--- src/design/vst_pkg.sv ---
package vst_pkg;

  localparam int COORD_WIDTH   = 32;
  localparam int ANGLE_WIDTH   = 16;
  localparam int SCALE_WIDTH   = 24;
  localparam int CFG_IDX_WIDTH = 3;
  localparam int CFG_DATA_WIDTH = 32;
  localparam int COEF_WIDTH    = 32;
  // scaled and translated vector component, headroom over the coordinate width
  localparam int VEC_WIDTH     = COORD_WIDTH + 10;
  localparam int LO_WIDTH      = 24;
  localparam int HI_WIDTH      = VEC_WIDTH - LO_WIDTH;
  localparam int QUEUE_DEPTH   = 4;

  localparam logic [CFG_IDX_WIDTH-1:0] REG_SCALE    = 3'd0;
  localparam logic [CFG_IDX_WIDTH-1:0] REG_OFFSET_X = 3'd1;
  localparam logic [CFG_IDX_WIDTH-1:0] REG_OFFSET_Y = 3'd2;
  localparam logic [CFG_IDX_WIDTH-1:0] REG_OFFSET_Z = 3'd3;
  localparam logic [CFG_IDX_WIDTH-1:0] REG_ANGLE_X  = 3'd4;
  localparam logic [CFG_IDX_WIDTH-1:0] REG_ANGLE_Y  = 3'd5;
  localparam logic [CFG_IDX_WIDTH-1:0] REG_ANGLE_Z  = 3'd6;

  localparam logic signed [COEF_WIDTH-1:0]  ONE_Q30   = 32'sh4000_0000;
  localparam logic signed [SCALE_WIDTH-1:0] SCALE_ONE = 24'sh01_0000;

  typedef logic signed [VEC_WIDTH-1:0] vcomp_t;
  typedef struct packed {
    vcomp_t x;
    vcomp_t y;
    vcomp_t z;
  } vec_t;

  typedef logic signed [COEF_WIDTH-1:0] coef_t;
  typedef coef_t [8:0] mat_t;

endpackage

--- src/design/vst_queue.sv ---
module vst_queue import vst_pkg::*; (
  input  logic clk,
  input  logic rst_n,
  input  logic push,
  input  vec_t push_data,
  output logic full,
  input  logic pop,
  output logic empty,
  output vec_t pop_data
);

  localparam int PW = $clog2(QUEUE_DEPTH);

  vec_t           q_r [QUEUE_DEPTH];
  logic [PW-1:0]  wr_ptr_r;
  logic [PW-1:0]  rd_ptr_r;
  logic [PW:0]    count_r;
  logic [PW:0]    count_nxt;
  logic           do_push;
  logic           do_pop;

  assign full     = (count_r == (PW+1)'(QUEUE_DEPTH));
  assign empty    = (count_r == '0);
  assign pop_data = q_r[rd_ptr_r];
  assign do_push  = push && !full;
  assign do_pop   = pop && !empty;

  always_comb begin
    count_nxt = count_r;
    if (do_push && !do_pop) begin
      count_nxt = count_r + 1'b1;
    end else if (do_pop && !do_push) begin
      count_nxt = count_r - 1'b1;
    end
  end

  always_ff @(posedge clk) begin
    if (!rst_n) begin
      wr_ptr_r <= '0;
      rd_ptr_r <= '0;
      count_r  <= '0;
    end else begin
      count_r <= count_nxt;
      if (do_push) begin
        wr_ptr_r <= wr_ptr_r + 1'b1;
      end
      if (do_pop) begin
        rd_ptr_r <= rd_ptr_r + 1'b1;
      end
    end
  end

  always_ff @(posedge clk) begin
    if (do_push) begin
      q_r[wr_ptr_r] <= push_data;
    end
  end

endmodule

--- config.mk ---
export PLATFORM = sky130hd
export DESIGN_NAME = vst_queue
export DESIGN_NICKNAME = d
export VERILOG_FILES = /design/src/design/vst_pkg.sv /design/src/design/vst_queue.sv
export SDC_FILE = /design/constraint.sdc
export NUM_CORES = 1
export LEC_CHECK = 0
export BUFFER_PORTS_ARGS = -buffer_cell sky130_fd_sc_hd__buf_2
export CAP_MARGIN = 20
export CORE_ASPECT_RATIO = 1.75
export CORE_MARGIN = 1.5
export CORE_UTILIZATION = 57
export CTS_CLUSTER_SIZE = 20
export DETAILED_ROUTE_END_ITERATION = 10
export PLACE_DENSITY = 0.79
export SLEW_MARGIN = 20
export SYNTH_ARGS = -nofsm -noshare
export SYNTH_HDL_FRONTEND = slang
export SYNTH_SLANG_ARGS = --single-unit
--- constraint.sdc ---
create_clock -name clk -period 5.7 [get_ports clk]
set_input_delay 0 -clock clk [delete_from_list [all_inputs] [get_ports clk]]
set_output_delay 0 -clock clk [all_outputs]
set_load 0.02 [all_outputs]
Yosys cells after proc, flatten, opt, wreduce, memory -nomap -nowiden
Memories as Yosys holds them, arrays and structs flattened. A register that Yosys moved wholly into a read port is not among the register bits. Cells that the tools add are included.

Mux-type cells: 6. Add/sub/neg operators: 4. Multipliers: 0. Bitwise gates (word level): 0. Shift operators: 0. Divide/modulo/power cells: 0. Equality and inequality tests: 1. Reductions and logical operators: 10. Magnitude comparators: 0.

Operators by type and width (count): 3-bit 2-to-1 mux (2); 2-bit by 1-bit adder with 2-bit output, second input constant (2); 1-bit logical AND (4); 1-bit zero test (4); 2-bit 2-to-1 mux (2); 3-bit by 1-bit adder with 3-bit output, second input constant (1); 3-bit == test, second input constant (1); 3-bit zero test (1); 3-bit by 1-bit subtractor with 3-bit output, second input constant (1); 1-bit 2-to-1 mux (2); 2-bit nonzero test (1).

ROM bits: 0. Logic and storage cells: 25. Register bits after elaboration: 7. Memories kept: 1. RAM bits: 504. Bits of input ports: 130. Latch bits: 0.

Memories: q_r (depth 4, bits a word 126, read ports 1, clocked after Yosys merged registers in 1, write ports 1, RTL line vst_queue.sv:14) `vec_t q_r [QUEUE_DEPTH];`.

Logic depth before layout (Yosys ltp)
Depth in word-level cells: 7. Gate-level depth with buffers: 9. Depth with buffers taken out: 8.

Worst setup path after synthesis
Ideal clock, no wire load.

Path kind: flip-flop to flip-flop. Start: reg count_r[0]. End: mem q_r[0][0] (netlist bit), enable pin. Period minus slack after synthesis: 4.380 ns. Data required time: 5.200 ns. Setup slack: 1.320 ns. Data arrival time: 3.880 ns. Stages on the path, launching flop included: 5. Cell sequence: dfxtp_1 -> nor3b_1 -> nor2b_1 -> clkbuf_1 -> and2_1.

Cells in the longest elaborated chain, start to end: 5.

RTL lines: from (decl) (RTL line vst_queue.sv:17) `logic [PW:0] count_r;`; from (signal assigned) (RTL line vst_queue.sv:43) `count_r <= count_nxt;`; 3-bit == test (RTL line vst_queue.sv:22) `assign full = (count_r == (PW+1)'(QUEUE_DEPTH));`; via full (RTL line vst_queue.sv:6) `output logic full,`; 1-bit zero test (RTL line vst_queue.sv:25) `assign do_push = push && !full;`; 1-bit logical AND (RTL line vst_queue.sv:25); via do_push (RTL line vst_queue.sv:19) `logic do_push;`; 1-bit 2-to-1 mux (RTL line vst_queue.sv:54) `if (do_push) begin`; 1-bit 2-to-1 mux (implied by the code) (RTL line vst_queue.sv:55) `q_r[wr_ptr_r] <= push_data;`; to (decl) (RTL line vst_queue.sv:14).

The timed path passes the listed nets, and every way through them passes these cells.

Worst setup path after layout
Start: reg count_r[0]. End: mem q_r[0][36] (netlist bit), enable pin.

Cells in the longest elaborated chain, start to end: 5.

RTL lines (RTL line): 3-bit == test (vst_queue.sv:22); 1-bit zero test (vst_queue.sv:25); 1-bit logical AND (vst_queue.sv:25); 1-bit 2-to-1 mux (vst_queue.sv:54); 1-bit 2-to-1 mux (implied by the code) (vst_queue.sv:55).

Every way passes these cells.

==> results.md <==
- Status: finished, violations left
- Failing checks: DRC
- Placed cell areas: around 0.020 mm^2
- Post-synth top area share: ~81%
- Initial antenna violation count: 7
- Mapped Nets: 842
- Sequential fraction of the synthesis area: between 80% and 90%
- Pleak: 7.81 nW
- Fin crit share: 51.6%
- CTS tree: done
- PwrDens: 447 mW/mm^2
- Filler cell count: 1870
- Post_cts resized: 0
- Dpl ws: 2.68 ns
- Max Cap Viol: 0
- Maximum clock frequency: roughly 340 MHz
- Pin count of the biggest net entering global routing: 73
- Final Max Tran Viols: 0
- Async S/R FF share, synth: 0%
- Synth-to-Final Area Change: 24.1%
- Slew @ Worst Pin: 1.05 ns
- Skew final: 0.0219 ns
- Crit start category: flop
- Worst skew pair latency: 0.55 ns
- Layout cells sized above 1: between 40% and 50%
- CTS sink cnt: 513
- Residual DRC: 17
- Sw frac: 28.3%
- Final hold viol count: 0
- Setup TNS Final: 0 ns
- Clock power share: 28.8%
- RSZ-0062 raised after global routing: false
- H-tree depth: 2
- Cell accounting for the most synthesized area: edfxtp_1
- Global-route wire length before repair: 54500 um
- Post-route ant nets: 0
- Synth area leaders: edfxtp_1 (81%), mux4_2 (15%), dfxtp_1 (0.97%)
- Tot GR Track Use: 21.6%
- Routability cong.: 0.771
- Post-Synthesis Cells: slightly above 700
- Worst path required time: 5.86 ns
- Setup bufs post-CTS: 0
- DRT Wirelength: 36100 um
- Crit path kind: reg2reg
- Initial Util: 57.8%
- Total congestion overflow: 0
- FP Rows: 87
- Vias in the first global route: 9388
- EDFF count, synth: between 500 and 600
- I/O pin cnt: around 260
- CTS Root Cell: clkbuf_16
- Die extent in x: 140 um
- Die area: 0.0338 mm^2
- Ys flop type: edfxtp_1
- Combinational power share: between 20 and 30%
- DRT Pass-1 Iters: 7
- Vias: 8794
- Netlist cell types: 23
- Clk buf depth: 3
- Vias per Instance: between 5 and 6
- Post-Route Utilization: 71.7%
- HPWL after DPL: between 20000 and 25000 um
- Syn Area/Cell: 26.4 um^2
- Drt wl/cell: 23.2 um
- Most frequent cells in the layout: edfxtp_1 (504), buf_2 (257), dlygate4sd3_1 (129)
- Number of buffers created by CTS: 44
- I/O Buffers: approximately 260
- Hold crit path type: in2reg
- Crit path capture type: flop
- Switching Power: 2.92 mW
- Critical-path maximum fanout: 67
- Core area: 0.0322 mm^2
- Die Ht: 242 um
- Post-synthesis cell area: roughly 0.019 mm^2
- Clock Pin Slew Worst Setup and Hold Paths: 0.06 ns
- Worst Slack Setup Final: 2.76 ns
- Slew margin rel.: 29.9%
- Int Pwr: ~7.4 mW
- Seq pwr share: between 40% and 50%
- DRT iter0 DRCs: approximately 520
- Hold Buf Count CTS: between 100 and 150
- Peak supply drop: 0.918 mV
- Worst Path Arrival: just over 3 ns
- Fin area: 0.0231 mm^2
- Seq cells post-synth: 513
- Post-layout minimum cycle time: 2.94 ns
- Yosys Warn Count: 0
- Final net count: 1256
- Final setup violation count: 0
- Most common cell after layout, fill and taps aside: edfxtp_1
-- flip-flops by register name (all words and copies together), names as in the netlist, named ones only --
register,cells
rd_ptr_r,2
q_r,504
wr_ptr_r,2
count_r,3
-- area by class of cell --
class	instances	area (um^2)	area share (%)
Clock buffer	51	1150	4.97
Clock inverter	25	289	1.25
Sequential cell	513	15300	66.3
Timing Repair Buffer	398	2700	11.7
Tap cell	400	500	2.17
Multi-Input combinational cell	160	3120	13.5
Antenna cell	6	15.0	0.0650
Inverter	3	11.3	0.0487
-- metal layers --
| metal | routed length (um) | track usage (%) | up-vias |
|---|---|---|---|
| met4 | 1590 | 9.97 | 2 |
| met1 | 13600 | 26.7 | 4561 |
| li1 | - | - | 3877 |
| met5 | 12 | 0 | - |
| met3 | 1850 | 3.95 | 74 |
| met2 | 19000 | 37.4 | 280 |
-- metrics by stage --
stage	power (mW)	hold WS, ns	cells
finish	10.3	0.204	1556
global route	10.7	0.198	1556
CTS	10.5	0.179	1550
detailed placement	7.40	0.216	1345
global placement	7.35	0.211	1344
floorplan	6.61	0.0989	706
-- kinds of logic (layout without fill, tap and decap cells) --
family	Yosys count	count (layout)	share of synthesized area (%)
DFF	513	513	82.3
muxes	129	129	15.4
buffers and inverters	33	477	1.04
and+or+nand+nor	17	17	0.517
adders and majority gates	6	6	0.444
AOI/OAI and AO/OA	4	4	0.155
xor gates and xnor gates	4	4	0.188
other	0	6	0
-- power groups by stage --
stage / clock [mW] / combinational [mW] / sequential [mW]
2_1_floorplan: 0 / 1.85 / 4.76
3_3_place_gp: 0 / 2.58 / 4.77
3_5_place_dp: 0 / 2.62 / 4.78
4_1_cts: 3.04 / 2.70 / 4.70
5_1_grt: 3.17 / 2.82 / 4.73
6_report: 2.98 / 2.66 / 4.70
-- synth_stat cells, types with 2 or more instances --
cell type / instances
edfxtp_1: 504
mux4_2: 126
buf_2: 14
dfxtp_1: 9
and2_1: 8
clkbuf_1: 8
buf_6: 6
ha_1: 5
nand2_1: 4
inv_1: 3
mux2i_1: 3
xnor2_1: 3
buf_4: 2
nor2b_1: 2
-- path summary, 6_finish.rpt --
check                                               from                       end  slack (ns)  depth (start not counted)
worst max-delay path             count_r[0]$_SDFFE_PN0P_      q_r[0][36]$_DFFE_PP_        2.76                          4
worst min-delay path                       push_data[47]      q_r[2][47]$_DFFE_PP_        0.20                          2
worst max register to register   count_r[0]$_SDFFE_PN0P_      q_r[0][36]$_DFFE_PP_        2.76                          4
worst min register to register  wr_ptr_r[1]$_SDFFE_PN0P_  wr_ptr_r[1]$_SDFFE_PN0P_        0.50                          2
-- worst max-delay path: stages, from the launching register on --
cell and delay (ns):
dfxtp_1 0.46, nor3b_1 0.10, nor2b_1 0.46, and2_4 0.90, buf_4 0.61
No activity file was read; power rests on OpenSTA's default activity.
